File: config.mk
export PLATFORM = sky130hd
export DESIGN_NAME = ws2812_pixel_line_encoder_core
export DESIGN_NICKNAME = d
export VERILOG_FILES = /design/src/hdl/wpe_pkg.sv /design/src/hdl/ws2812_pixel_line_encoder_core.sv /design/src/hdl/wpe_front.sv /design/src/hdl/wpe_queue.sv /design/src/hdl/wpe_back.sv
export SDC_FILE = /design/constraint.sdc
export NUM_CORES = 1
export LEC_CHECK = 0
export ABC_AREA = 1
export BUFFER_PORTS_ARGS = -buffer_cell sky130_fd_sc_hd__buf_2
export CORE_ASPECT_RATIO = 0.9
export CORE_MARGIN = 8
export CORE_UTILIZATION = 53
export DETAILED_ROUTE_END_ITERATION = 10
export PLACE_DENSITY = 0.81
export SLEW_MARGIN = 20
export SYNTH_ARGS = -nofsm -noshare
export SYNTH_HDL_FRONTEND = slang
export SYNTH_SLANG_ARGS = --single-unit
export TNS_END_PERCENT = 10
File: constraint.sdc
create_clock -name i_clk -period 2.8 [get_ports i_clk]
set_input_delay 0.42 -clock i_clk [delete_from_list [all_inputs] [get_ports i_clk]]
set_output_delay 0.42 -clock i_clk [all_outputs]
set_load 0.005 [all_outputs]
File: src/hdl/wpe_pkg.sv
// Shared types, constants and helpers for the pixel line encoder.
package wpe_pkg;

    localparam int unsigned CfgIdxW  = 3;
    localparam int unsigned CfgDataW = 16;
    localparam int unsigned ShortW   = 12;
    localparam int unsigned CyclesW  = 16;
    localparam int unsigned BitsW    = 24;
    localparam int unsigned CntW     = 5;
    localparam int unsigned QDepth   = 2;
    localparam int unsigned QPtrW    = 1;
    localparam int unsigned QCntW    = 2;

    localparam logic [CntW-1:0] PixelBits = CntW'(24);
    localparam logic [CntW-1:0] ByteBits  = CntW'(8);

    // register indexes on the configuration port
    localparam logic [CfgIdxW-1:0] CFG_ZERO_HIGH = 3'd0;
    localparam logic [CfgIdxW-1:0] CFG_ZERO_LOW  = 3'd1;
    localparam logic [CfgIdxW-1:0] CFG_ONE_HIGH  = 3'd2;
    localparam logic [CfgIdxW-1:0] CFG_ONE_LOW   = 3'd3;
    localparam logic [CfgIdxW-1:0] CFG_LATCH     = 3'd4;

    localparam logic [ShortW-1:0]  RstZeroHigh = 12'd40;
    localparam logic [ShortW-1:0]  RstZeroLow  = 12'd85;
    localparam logic [ShortW-1:0]  RstOneHigh  = 12'd80;
    localparam logic [ShortW-1:0]  RstOneLow   = 12'd45;
    localparam logic [CyclesW-1:0] RstLatch    = 16'd5000;

    typedef enum logic [1:0] {
        REQ_PIXEL = 2'd0,
        REQ_BYTE  = 2'd1,
        REQ_LATCH = 2'd2,
        REQ_NONE  = 2'd3
    } t_req;

    typedef struct packed {
        logic [ShortW-1:0]  zero_high;
        logic [ShortW-1:0]  zero_low;
        logic [ShortW-1:0]  one_high;
        logic [ShortW-1:0]  one_low;
        logic [CyclesW-1:0] latch;
    } t_cfg;

    // one queued job: kind plus bits, MSB first
    typedef struct packed {
        t_req             kind;
        logic [BitsW-1:0] bits;
    } t_job;

    typedef struct packed {
        logic full;
        logic empty;
    } t_qstat;

    function automatic logic [CyclesW-1:0] min1_short(input logic [ShortW-1:0] v);
        min1_short = (v == '0) ? CyclesW'(1) : {{(CyclesW-ShortW){1'b0}}, v};
    endfunction

    function automatic logic [CyclesW-1:0] min1_long(input logic [CyclesW-1:0] v);
        min1_long = (v == '0) ? CyclesW'(1) : v;
    endfunction

endpackage

File: src/hdl/ws2812_pixel_line_encoder_core.sv
// Top level of the pixel line encoder: config registers, front end, queue, back end.
//
// Input channel (i_valid / o_stall) takes one request word: pixel, single
// byte or latch; request code 3 is accepted and dropped. Output channel
// (o_valid / i_stall) gives one line segment per word: level, duration in
// clock cycles, and a flag on the last segment of the request.
// A pixel gives 48 segments, a byte 16, a latch 1. The segment generator
// emits one segment per cycle while i_stall is low, and so sets the sustained
// input rate. An accepted word passes through the front register and the queue
// before the generator registers its first segment on the port.
// A two-entry job queue plus the front register let up to three requests
// wait while the generator is busy; o_stall rises once they are all taken.
// When i_stall is high while a segment is valid, it holds and the generator pauses.
// Reset (synchronous, active low) empties the queue, drops pending segments
// and loads the duration registers with their defaults. Durations of 0 are
// sent as 1. Write config (i_cfg_we / i_cfg_index / i_cfg_data) only while idle.
module ws2812_pixel_line_encoder_core (
    input  logic                            i_clk,
    input  logic                            i_rst_n,
    input  logic                            i_cfg_we,
    input  logic [wpe_pkg::CfgIdxW-1:0]     i_cfg_index,
    input  logic [wpe_pkg::CfgDataW-1:0]    i_cfg_data,
    input  logic                            i_valid,
    output logic                            o_stall,
    input  logic [1:0]                      i_req_type,
    input  logic [7:0]                      i_red,
    input  logic [7:0]                      i_green,
    input  logic [7:0]                      i_blue,
    input  logic [7:0]                      i_single_byte,
    output logic                            o_valid,
    input  logic                            i_stall,
    output logic                            o_line_level,
    output logic [wpe_pkg::CyclesW-1:0]     o_segment_cycles,
    output logic                            o_last_segment
);

    wpe_pkg::t_cfg   r_cfg, n_cfg;
    wpe_pkg::t_job   f_job;
    wpe_pkg::t_job   q_head;
    wpe_pkg::t_qstat q_stat;
    logic            f_push;
    logic            f_held;
    logic            b_pop;

    always_comb begin
        n_cfg = r_cfg;
        if (i_cfg_we) begin
            unique case (i_cfg_index)
                wpe_pkg::CFG_ZERO_HIGH: n_cfg.zero_high = i_cfg_data[wpe_pkg::ShortW-1:0];
                wpe_pkg::CFG_ZERO_LOW:  n_cfg.zero_low  = i_cfg_data[wpe_pkg::ShortW-1:0];
                wpe_pkg::CFG_ONE_HIGH:  n_cfg.one_high  = i_cfg_data[wpe_pkg::ShortW-1:0];
                wpe_pkg::CFG_ONE_LOW:   n_cfg.one_low   = i_cfg_data[wpe_pkg::ShortW-1:0];
                wpe_pkg::CFG_LATCH:     n_cfg.latch     = i_cfg_data;
                default:                n_cfg = r_cfg;
            endcase
        end
    end

    always_ff @(posedge i_clk) begin
        if (!i_rst_n) begin
            r_cfg.zero_high <= wpe_pkg::RstZeroHigh;
            r_cfg.zero_low  <= wpe_pkg::RstZeroLow;
            r_cfg.one_high  <= wpe_pkg::RstOneHigh;
            r_cfg.one_low   <= wpe_pkg::RstOneLow;
            r_cfg.latch     <= wpe_pkg::RstLatch;
        end else begin
            r_cfg <= n_cfg;
        end
    end

    wpe_front u_front (
        .i_clk         (i_clk),
        .i_rst_n       (i_rst_n),
        .i_valid       (i_valid),
        .o_stall       (o_stall),
        .i_req_type    (i_req_type),
        .i_red         (i_red),
        .i_green       (i_green),
        .i_blue        (i_blue),
        .i_single_byte (i_single_byte),
        .i_q_full      (q_stat.full),
        .o_push        (f_push),
        .o_held        (f_held),
        .o_job         (f_job)
    );

    wpe_queue u_queue (
        .i_clk   (i_clk),
        .i_rst_n (i_rst_n),
        .i_push  (f_push),
        .i_job   (f_job),
        .i_pop   (b_pop),
        .o_head  (q_head),
        .o_stat  (q_stat)
    );

    wpe_back u_back (
        .i_clk            (i_clk),
        .i_rst_n          (i_rst_n),
        .i_cfg            (r_cfg),
        .i_head           (q_head),
        .i_qstat          (q_stat),
        .o_pop            (b_pop),
        .o_valid          (o_valid),
        .i_stall          (i_stall),
        .o_line_level     (o_line_level),
        .o_segment_cycles (o_segment_cycles),
        .o_last_segment   (o_last_segment)
    );

    a_no_zero_duration: assert property (@(posedge i_clk) disable iff (!i_rst_n)
        o_valid |-> o_segment_cycles != '0)
        else $error("segment of zero duration");

    a_last_is_low: assert property (@(posedge i_clk) disable iff (!i_rst_n)
        o_valid && o_line_level |-> !o_last_segment)
        else $error("run ends on a high segment");

    a_queue_flags: assert property (@(posedge i_clk) disable iff (!i_rst_n)
        !(q_stat.full && q_stat.empty) && !(b_pop && q_stat.empty))
        else $error("queue flags or pop inconsistent");

    a_stall_held: assert property (@(posedge i_clk) disable iff (!i_rst_n)
        o_stall |-> f_held && q_stat.full)
        else $error("input stalled with room in front end");

endmodule

File: src/hdl/wpe_front.sv
// Front end: takes request words, drops unused codes, packs jobs for the queue.
module wpe_front (
    input  logic                     i_clk,
    input  logic                     i_rst_n,
    input  logic                     i_valid,
    output logic                     o_stall,
    input  logic [1:0]               i_req_type,
    input  logic [7:0]               i_red,
    input  logic [7:0]               i_green,
    input  logic [7:0]               i_blue,
    input  logic [7:0]               i_single_byte,
    input  logic                     i_q_full,
    output logic                     o_push,
    output logic                     o_held,
    output wpe_pkg::t_job            o_job
);

    logic          r_valid, n_valid;
    wpe_pkg::t_job r_job, n_job;
    wpe_pkg::t_req req;
    logic          accept;

    assign req     = wpe_pkg::t_req'(i_req_type);
    assign o_stall = r_valid & i_q_full;
    assign accept  = i_valid & ~o_stall;
    assign o_push  = r_valid & ~i_q_full;
    assign o_held  = r_valid;
    assign o_job   = r_job;

    always_comb begin
        n_valid = r_valid & ~o_push;
        n_job   = r_job;
        if (accept && req != wpe_pkg::REQ_NONE) begin
            n_valid   = 1'b1;
            n_job.kind = req;
            unique case (req)
                wpe_pkg::REQ_PIXEL: n_job.bits = {i_green, i_red, i_blue};
                wpe_pkg::REQ_BYTE:  n_job.bits = {i_single_byte, 16'h0000};
                wpe_pkg::REQ_LATCH: n_job.bits = '0;
                default:            n_job.bits = '0;
            endcase
        end
    end

    always_ff @(posedge i_clk) begin
        if (!i_rst_n) begin
            r_valid <= 1'b0;
        end else begin
            r_valid <= n_valid;
        end
        r_job <= n_job;
    end

endmodule

File: src/hdl/wpe_queue.sv
// Two-entry job queue between front end and segment generator.
module wpe_queue (
    input  logic            i_clk,
    input  logic            i_rst_n,
    input  logic            i_push,
    input  wpe_pkg::t_job   i_job,
    input  logic            i_pop,
    output wpe_pkg::t_job   o_head,
    output wpe_pkg::t_qstat o_stat
);

    wpe_pkg::t_job                r_mem [wpe_pkg::QDepth];
    logic [wpe_pkg::QPtrW-1:0]    r_wr, n_wr;
    logic [wpe_pkg::QPtrW-1:0]    r_rd, n_rd;
    logic [wpe_pkg::QCntW-1:0]    r_cnt, n_cnt;

    function automatic logic [wpe_pkg::QPtrW-1:0] QPtrOne(input logic b);
        QPtrOne = wpe_pkg::QPtrW'(b);
    endfunction

    assign o_head       = r_mem[r_rd];
    assign o_stat.full  = (r_cnt == wpe_pkg::QCntW'(wpe_pkg::QDepth));
    assign o_stat.empty = (r_cnt == '0);

    always_comb begin
        n_wr  = r_wr + QPtrOne(i_push);
        n_rd  = r_rd + QPtrOne(i_pop);
        n_cnt = r_cnt + wpe_pkg::QCntW'(i_push) - wpe_pkg::QCntW'(i_pop);
    end

    always_ff @(posedge i_clk) begin
        if (!i_rst_n) begin
            r_wr  <= '0;
            r_rd  <= '0;
            r_cnt <= '0;
        end else begin
            r_wr  <= n_wr;
            r_rd  <= n_rd;
            r_cnt <= n_cnt;
        end
        if (i_push) begin
            r_mem[r_wr] <= i_job;
        end
    end

endmodule

File: src/hdl/wpe_back.sv
// Back end: expands queued jobs into line segments, one per cycle unless the output stalls.
module wpe_back (
    input  logic                          i_clk,
    input  logic                          i_rst_n,
    input  wpe_pkg::t_cfg                 i_cfg,
    input  wpe_pkg::t_job                 i_head,
    input  wpe_pkg::t_qstat               i_qstat,
    output logic                          o_pop,
    output logic                          o_valid,
    input  logic                          i_stall,
    output logic                          o_line_level,
    output logic [wpe_pkg::CyclesW-1:0]   o_segment_cycles,
    output logic                          o_last_segment
);

    typedef enum logic [2:0] {
        ST_IDLE = 3'b001,
        ST_HIGH = 3'b010,
        ST_LOW  = 3'b100
    } t_state;

    t_state                        r_state, n_state;
    logic [wpe_pkg::BitsW-1:0]     r_bits, n_bits;
    logic [wpe_pkg::CntW-1:0]      r_cnt, n_cnt;
    logic                          r_out_valid, n_out_valid;
    logic                          r_level, n_level;
    logic [wpe_pkg::CyclesW-1:0]   r_cycles, n_cycles;
    logic                          r_last, n_last;
    logic                          advance;
    logic                          seg_last;

    assign advance          = ~r_out_valid | ~i_stall;
    assign seg_last         = (r_cnt == wpe_pkg::CntW'(1));
    assign o_valid          = r_out_valid;
    assign o_line_level     = r_level;
    assign o_segment_cycles = r_cycles;
    assign o_last_segment   = r_last;

    always_comb begin
        n_state     = r_state;
        n_bits      = r_bits;
        n_cnt       = r_cnt;
        n_out_valid = r_out_valid;
        n_level     = r_level;
        n_cycles    = r_cycles;
        n_last      = r_last;
        o_pop       = 1'b0;
        if (advance) begin
            n_out_valid = 1'b0;
            unique case (r_state)
                ST_IDLE: begin
                    if (!i_qstat.empty) begin
                        o_pop       = 1'b1;
                        n_out_valid = 1'b1;
                        if (i_head.kind == wpe_pkg::REQ_LATCH) begin
                            n_level  = 1'b0;
                            n_cycles = wpe_pkg::min1_long(i_cfg.latch);
                            n_last   = 1'b1;
                        end else begin
                            // first high segment goes out while the job loads
                            n_level  = 1'b1;
                            n_cycles = wpe_pkg::min1_short(i_head.bits[wpe_pkg::BitsW-1] ?
                                                           i_cfg.one_high : i_cfg.zero_high);
                            n_last   = 1'b0;
                            n_bits   = i_head.bits;
                            n_cnt    = (i_head.kind == wpe_pkg::REQ_PIXEL) ?
                                       wpe_pkg::PixelBits : wpe_pkg::ByteBits;
                            n_state  = ST_LOW;
                        end
                    end
                end
                ST_HIGH: begin
                    n_out_valid = 1'b1;
                    n_level     = 1'b1;
                    n_cycles    = wpe_pkg::min1_short(r_bits[wpe_pkg::BitsW-1] ?
                                                      i_cfg.one_high : i_cfg.zero_high);
                    n_last      = 1'b0;
                    n_state     = ST_LOW;
                end
                ST_LOW: begin
                    n_out_valid = 1'b1;
                    n_level     = 1'b0;
                    n_cycles    = wpe_pkg::min1_short(r_bits[wpe_pkg::BitsW-1] ?
                                                      i_cfg.one_low : i_cfg.zero_low);
                    n_last      = seg_last;
                    n_bits      = {r_bits[wpe_pkg::BitsW-2:0], 1'b0};
                    n_cnt       = r_cnt - wpe_pkg::CntW'(1);
                    n_state     = seg_last ? ST_IDLE : ST_HIGH;
                end
                default: n_state = ST_IDLE;
            endcase
        end
    end

    always_ff @(posedge i_clk) begin
        if (!i_rst_n) begin
            r_state     <= ST_IDLE;
            r_out_valid <= 1'b0;
        end else begin
            r_state     <= n_state;
            r_out_valid <= n_out_valid;
        end
        r_bits   <= n_bits;
        r_cnt    <= n_cnt;
        r_level  <= n_level;
        r_cycles <= n_cycles;
        r_last   <= n_last;
    end

endmodule

# Word level (Yosys, flattened, before mapping)
# Memories as Yosys holds them, arrays and structs flattened. A register that Yosys moved wholly into a read port is not among the register bits.
# Index checks and enable logic that the tools add are counted.
[word_totals] input_bits=58 regBits=146 memories=1 ramBits=52 word_cells=104 out_inout_bits=20
[mem_list] memory="u_queue.r_mem" depth=2 width=26 read_ports=1 rd_ports_with_merged_regs=1 wr=1 line="wpe_queue.sv:12" rtl="wpe_pkg::t_job r_mem [wpe_pkg::QDepth];"
[classes] mux=36 addsub=5 n_bitwise=10 reduce_logical=20 eq_ne=14
[ops] op="$pmux W24 S2" count=2
[ops] op="$mux W12" count=6
[ops] op="$mux W16" count=3
[ops] op="$mux W24" count=2
[ops] op="$pmux W16 S3" count=1
[ops] op="$logic_not A12 Y1" count=3
[ops] op="$logic_not A16 Y1" count=1
[ops] op="$mux W5" count=3
[ops] op="$mux W1" count=11
[ops] op="$pmux W5 S2" count=1
[ops] op="$reduce_and A2 Y1" count=5
[ops] op="$eq A3 B2 Y1 const B" count=3
[ops] op="$pmux W3 S3" count=1
[ops] op="$eq A3 B1 Y1 const B" count=2
[ops] op="$eq A3 B3 Y1 const B" count=2
[ops] op="$logic_not A2 Y1" count=3
[ops] op="$mux W3" count=2
[ops] op="$ne A2 B2 Y1 const B" count=3
[ops] op="$pmux W1 S3" count=2
[ops] op="$reduce_and A3 Y1" count=2
[ops] op="$eq A5 B1 Y1 const B" count=1
[ops] op="$not A1 Y1" count=5
[ops] op="$sub A5 B1 Y5 const B" count=1
[ops] op="$and A1 B1 Y1" count=4
[ops] op="14 further kinds" count=16

# Longest topological paths before layout
# Gate-level depths: netlist (run 1).
[depth] ltp_word=6 depth_mapped=13 mapped_depth_nobuf=11

# Hierarchy
# A second synthesis (run 1) with hierarchy kept.
[unflattened] hier_cells=1006 hier_area_um2=9121.2
[modules_own_cells] module="wpe_back" area_each_um2=3183.1 seq_area_each_um2=1491.4 cells_per_inst=438 instances=1
[modules_own_cells] module="ws2812_pixel_line_encoder_core" area_each_um2=2529.9 seq_area_each_um2=1281.2 cells_per_inst=361 instances=1
[modules_own_cells] module="wpe_queue" area_each_um2=2213.4 seq_area_each_um2=1661.6 cells_per_inst=110 instances=1
[modules_own_cells] module="wpe_front" area_each_um2=1194.9 seq_area_each_um2=800.8 cells_per_inst=97 instances=1

# Worst setup path before layout (run 1)
# No wires, ideal clock.
[synth_timing] kind="register to register" startpoint="reg with a tool-made name" endpoint="reg u_back.r_bits[0] (netlist name), enable pin" stages_incl_launch_ff=9 arrival_ps=2462 n_path_buf=2 t_required_ps=2375 setup_time_ps=425 setup_slack_ps=-86 synth_period_minus_slack_ps=2886 path_cell_list="dfxtp_1 > buf_6 > or2_1 > o21ai_2 > nor2_2 > buf_6 > inv_4 > nand2_1 > a21oi_1"
[synth_rtl] element="end signal, assigned" line="wpe_back.sv:103" rtl="r_bits <= n_bits;"
[synth_rtl] element="end, declared" line="wpe_back.sv:23" rtl="logic [wpe_pkg::BitsW-1:0] r_bits, n_bits;"

# Worst setup path in the final report (run 1)
[layout_timing] startpoint="reg u_back.r_state[0]" endpoint="reg u_back.r_state[0]"
[layout_via] elab_chain_cells=3 word_cells_on_any_way=7 classes_between="eq/ne (5); mux (1); reduce/logical (1)"
[layout_lines] element="start, declared" line="wpe_back.sv:22" rtl="t_state r_state, n_state;"
[layout_lines] element="start signal, assigned" line="wpe_back.sv:100" rtl="r_state <= n_state;"
[layout_lines] element="$eq A3 B1 Y1" line="wpe_back.sv:50" rtl="unique case (r_state)"
[layout_lines] element="$ne A2 B2 Y1 (no line)"
[layout_lines] element="$reduce_and A3 Y1 (no line)"
# Parallel ways exist; a longest one is shown, timed or not.
# A chain may end at the register's enable or synchronous reset.

==> results.yml, run 1 <==
status:
  status: "completed"
finish:
  nets: 1031
  seqCellArea_um2: 5235
  postLayoutCoreUtil_pct: 61.74
  multi_input_area_um2: 2611
  diodes: 0
  nFillCells: 1245
  area_growth_pct: 13.59
  drive_above_1_share_pct: 14.80
clock_network:
  postCtsHoldBufs: 0
  post_cts_buffers: 0
  cts_num_sinks: 199
  cts_tree: "built"
  h-tree-depth: 4
  clkLatencyLatePin_ns: 0.44
  clk_pin_slew_ns: 0.07
  clockBufferDepth: 2
  ctsResizeCount: 0
  numCtsBuffers: 17
  root_buffer: "clkbuf_16"
power_and_ir_drop:
  p_per_area_nw_per_um2: 928.6
  ir_drop_uv: 546.9
  p_total_mw: 8.883
  power.leakage_nw: 4.027
worst_setup_path:
  cp.required_ns: 3.11
  r2r_start: "u_back.r_state[0]"
  crit_type: "reg -> reg"
  path_max_fanout: 19
  ff2ff_path_depth: 7
  cp.arrival_ns: 2.49
  r2r_slack_ns: 0.62
  r2r_end: "u_back.r_state[0]"
  cp-start-kind: "flop"
  cp-end-kind: "flop"
min_path:
  min_to: "u_front.o_job[25]"
  min_from: "i_req_type[1]"
  hold_class: "in -> reg"
  whs_path_depth: 1
yosys:
  yosys_warnings: 0
  yosysSeqAreaShare_pct: 62.16
  synth_area_um2: 8422
  syn_avg_cell_area_um2: 9.378
  postSynthCellCount: 898
  ys_types: 38
  synth-seq-cells: 199
  synth_nets: 962
sta:
  max_freq_ghz: 0.4578
  worst_slack_ns: 0.6157
  final_max_slew_viol_count: 0
  tightest_slew_ns: 1.057
  finalCriticalPeriod_ns: 2.184
  fin_crit_sh_pct: 78.01
  setup_viol: 0
  setup_tns_ns: 0
  final-hold-violation-count: 0
  fin_hold_ws_ns: 0.1872
  slew_headroom_pct: 29.56
  rsz0062_at_grt: "false"
  finClkSkew_ns: 0.008092
route:
  dr_wl_met3_um: 1722
  drc: 0
  wl_per_cell_um: 15.28
  initialDrtViolationCount: 843
  wl_met1_um: 8250
  dr_total_vias: 6338
  drt_pass1_iterations: 6
  highest_layer: "met4"
  drt_wl_total_um: 18070
  antenna_left: 0
  vias_per_cell: 5.362
  routed-wl-met2_um: 7796
placed_design:
  port_buffers: 77
  place_hpwl_um: 12460
  gp_congestion: 0.9031
  dp_slack_ns: 0.6456
die:
  die-area_um2: 20190
  ios: 78
  coreArea_um2: 15490
  die_height_um: 135.6
  start_util_pct: 54.35
  die_width_um: 148.9
  fp-row-count: 43
grt:
  grt_antenna_before_repair: 0
  grt_max_degree: 56
  groute.usage.overall_pct: 18.46
  grt_pass1_vias: 5843
  overflow: 0
  grt_pass1_wl_um: 29480
flow_run:
  cap_violations: 0
cell type report:
cell class	count	share of cell area [%]
clock buffers	18	4.591
clock inverters	14	1.700
inverters	102	4.081
multi-input cells	558	27.30
flip-flops and latches	199	54.72
well taps	202	2.642
repair buffers	89	4.970
worst max-delay path, stage by stage (launching register included):
cell,delay (ns)
dfxtp_1,0.45
nand3_1,0.16
a21oi_1,0.18
inv_1,0.09
a21oi_2,0.83
nand3_1,0.16
o21ai_0,0.13
nand2_1,0.06
worst max-delay path by stage:
stage	to	slack, ns	start
floorplan	u_front.o_job[0]	0.44	i_req_type[0]
global placement	u_back.r_state[0]	0.75	u_back.r_state[0]
detailed placement	u_back.r_state[0]	0.65	u_back.r_state[2]
CTS	u_back.r_state[0]	0.62	u_back.r_state[2]
global route	u_back.r_state[0]	0.43	u_back.r_state[0]
finish	u_back.r_state[0]	0.62	u_back.r_state[0]
through the flow:
step,instances,instance area (um^2)
after floorplan,898,8426
after global placement,1150,8965
after detailed placement,1150,8965
after CTS,1182,9567
after global routing,1182,9567
final,1182,9567
report_power, final:
| group | leakage, nW | internal, mW | switching [mW] |
|---|---|---|---|
| Combinational | 1.95 | 0.718 | 1.62 |
| Sequential | 1.78 | 3.88 | 0.225 |
| Clock | 0.294 | 1.36 | 1.08 |
placed cells by master, fill, tap and decap left out, types with 2 or more instances in the layout:
cell type	instances
dfxtp_1	74
nand2_2	3
clkinv_1	2
nor2_1	97
inv_2	5
nand3_1	36
nor2_2	3
o21ai_1	4
clkinv_4	4
inv_1	93
o221ai_1	8
o22ai_1	3
nor2_4	2
ha_1	6
clkbuf_16	17
nor3_4	2
o211ai_1	7
bufinv_16	2
nor3_1	2
a21oi_2	3
inv_6	6
buf_4	12
a31oi_1	25
edfxtp_1	125
o21ai_0	80
a21oi_1	47
buf_2	77
nand2_1	221
routing by layer:
layer / GRT usage [%] / vias up
li1: - / 3133
met1: 25.50 / 2885
met2: 27.40 / 290
met3: 5.377 / 30
met4: 6.106 / 0
met5: 0 / -
synth_stat cells, drive strengths merged:
cell type	n	area share, %
o221ai	8	0.83
nand2	225	10
buf	18	1.4
nor2	102	4.8
xor2	1	0.10
edfxtp	125	45
a31oi	25	1.9
nor3	5	0.62
ha	6	0.89
inv	100	4.5
or2	1	0.074
o211ai	7	0.62
clkinv	2	0.089
a211o	1	0.10
a21oi	50	3.0
o22ai	3	0.22
a211oi	1	0.15
nand4	1	0.074
o21ai	85	5.1
o21a	1	0.089
dfxtp	74	18
clkbuf	21	0.94
nand3	36	2.1
sequential cells by signal, summed over array words and instances (netlist names), named ones only:
name	count
r_cfg	64
u_queue.r_mem	52
u_front.o_job	26
u_back.r_bits	24
u_back.o_segment_cycles	16
u_back.r_cnt	5
u_back.r_state	3
u_queue.r_cnt	2
u_back.o_last_segment	1
u_back.o_line_level	1
u_back.o_valid	1
u_front.o_held	1
u_queue.r_rd	1
u_queue.r_wr	1
kinds of logic (layout without fill, tap and decap cells):
group / count (synthesis) / count (layout) / share of synthesized area (%)
AO/OA/AOI/OAI: 181 / 181 / 11.99
AND/OR/NAND/NOR: 370 / 370 / 17.90
flip-flops: 199 / 199 / 62.16
adder cells (fa/ha/maj): 6 / 6 / 0.8914
buffers and inverters: 141 / 223 / 6.953
XOR/XNOR: 1 / 1 / 0.1040
(Power assumes the default switching activity.)
==> run 2: changes to the inputs <==
Clock period 2.8 ns to 2 ns, I/O delays scaled along.
==> run 2 against run 1 <==
  * Via count is 1.4% higher
  * Flip-flop and latch count stayed put
  * Highest routed layer unchanged
  * Core utilization is 0.89 points higher
  * Hold slack worse by 0.11 ns
  * Sequential share of layout area is 0.76 points lower
  * Die area stayed put
  * Clock skew is 0.0023 ns higher
  * Routed wire length is 1.9% higher
  * Setup slack worse by 0.52 ns
  * Count of clock-buffer cells in the layout is 1 lower
  * Clock power is 44% higher
  * Cell count is 0.68% higher
==> results.yml, run 2 (synthesis results as in run 1) <==
grt:
  grt_antenna_before_repair: 0
  groute.usage.overall_pct: 18.65
  grt_max_degree: 53
  grt_pass1_vias: 5920
  grt_pass1_wl_um: 29810
  overflow: 0
clock_network:
  postCtsHoldBufs: 0
  cts_tree: "built"
  numCtsBuffers: 17
  cts_num_sinks: 199
  root_buffer: "clkbuf_16"
  clk_pin_slew_ns: 0.07
  clkLatencyLatePin_ns: 0.44
  clockBufferDepth: 2
  h-tree-depth: 4
finish:
  final_cell_mix: "nand2_1 (221), edfxtp_1 (125), nor2_1 (97)"
  mostFrequentLayoutCell: "nand2_1"
  nFillCells: 1219
  largest-register: "r_cfg"
  instances_no_fill: 1190
  post-route-cell-area_um2: 9704
  postLayoutCoreUtil_pct: 62.63
  drive_above_1_share_pct: 15.69
  diodes: 0
  multi_input_area_um2: 2623
  area_growth_pct: 15.23
  largest_reg_flops: 64
  seqCellArea_um2: 5236
  nets: 1039
route:
  initialDrtViolationCount: 794
  antenna_left: 0
  drc: 0
  drt_wl_total_um: 18410
  dr_total_vias: 6427
  wl_per_cell_um: 15.47
  vias_per_cell: 5.401
  drt_pass1_iterations: 5
power_and_ir_drop:
  p_per_area_nw_per_um2: 1320
  ir_drop_uv: 843.1
  power.leakage_nw: 4.088
  p_total_mw: 12.81
sta:
  setup_viol: 0
  tightest_slew_ns: 0.5598
  final_max_slew_viol_count: 0
  fin_hold_ws_ns: 0.07295
  finalCriticalPeriod_ns: 1.905
  finClkSkew_ns: 0.01039
  rsz0062_at_grt: "false"
  max_freq_ghz: 0.5249
  final-hold-violation-count: 0
  fin_crit_sh_pct: 95.26
  slew_headroom_pct: 62.64
die:
  die-area_um2: 20190
  fp-row-count: 43
  die_width_um: 148.9
  ios: 78
  start_util_pct: 54.35
  die_height_um: 135.6
  coreArea_um2: 15490
worst_setup_path:
  cp-end-kind: "flop"
  crit_type: "reg -> reg"
  cp-start-kind: "flop"
  cp.arrival_ns: 2.21
  path_max_fanout: 25
  cp.required_ns: 2.31
status:
  status: "completed"
placed_design:
  gp_congestion: 0.8911
  postPlaceCellArea_um2: 9082
  port_buffers: 77
  placed_cells: 1158
  place_hpwl_um: 12600
flow_run:
  cap_violations: 0
min_path:
  hold_class: "in -> reg"
==> run 2: cell types whose count changed in the layout (fill, tap and decap cells not counted), sizes merged <==
cell,delta
bufinv,+1
clkbuf,-1
clkinvlp,+2
buf,+8
inv,-1
clkinv,-1
==> run 2: power breakdown <==
part	total [mW]	leakage, nW	internal (mW)	switching (mW)
registers	5.70	1.78	5.42	0.281
clock network	3.53	0.296	2.00	1.53
logic	3.58	2.01	1.19	2.39
total	12.8	4.09	8.61	4.20
==> run 2: worst paths after layout <==
kind | from | end | slack, ns | cells past startpoint
worst min-delay path | i_req_type[1] | u_front.o_job[25] | 0.07 | 1
worst max register to register | u_back.r_bits[23] | u_back.o_segment_cycles[0] | 0.09 | 9
worst max-delay path | u_back.r_bits[23] | u_back.o_segment_cycles[0] | 0.09 | 9
worst min register to register | u_front.o_job[10] | u_queue.r_mem[0][10] | 0.45 | 0
==> run 2: worst max-delay path, cell delays in order, from the launching register on <==
cell and delay, ns:
edfxtp_1 0.37, buf_4 0.23, buf_4 0.21, o21ai_0 0.38
nand2_1 0.10, nor2_1 0.12, nand3_1 0.07, a21oi_1 0.16
nor2_1 0.07, nand2_1 0.06
==> run 2: layout make-up <==
class / instances / share of cell area, %
sequential: 199 / 53.96
multi-input combinational: 558 / 27.02
timing repair buffer: 97 / 6.034
clock buffer: 17 / 4.384
inverter: 102 / 4.023
tap: 202 / 2.604
clock inverter: 15 / 1.973
==> run 2: stage by stage <==
stage	setup slack, ns	TNS, ns
global route	0.01851	0
global placement	0.2341	0
floorplan	-0.2396	-9.052
detailed placement	0.1511	0
CTS	0.1222	0
finish	0.09470	0
==> run 2: timing repair <==
action                                  4_1_cts  5_1_grt
setup buffers                                 0        0
endpoints found under the setup margin        0        2
resized for setup                             0        3
==> run 2: routing by layer <==
layer,track usage (%),vias up,share of wire [%]
met4,6.667,0,1.4
met5,0,-,0
met2,27.88,270,44
met3,4.476,25,9.0
met1,26.01,2978,45
li1,-,3154,-
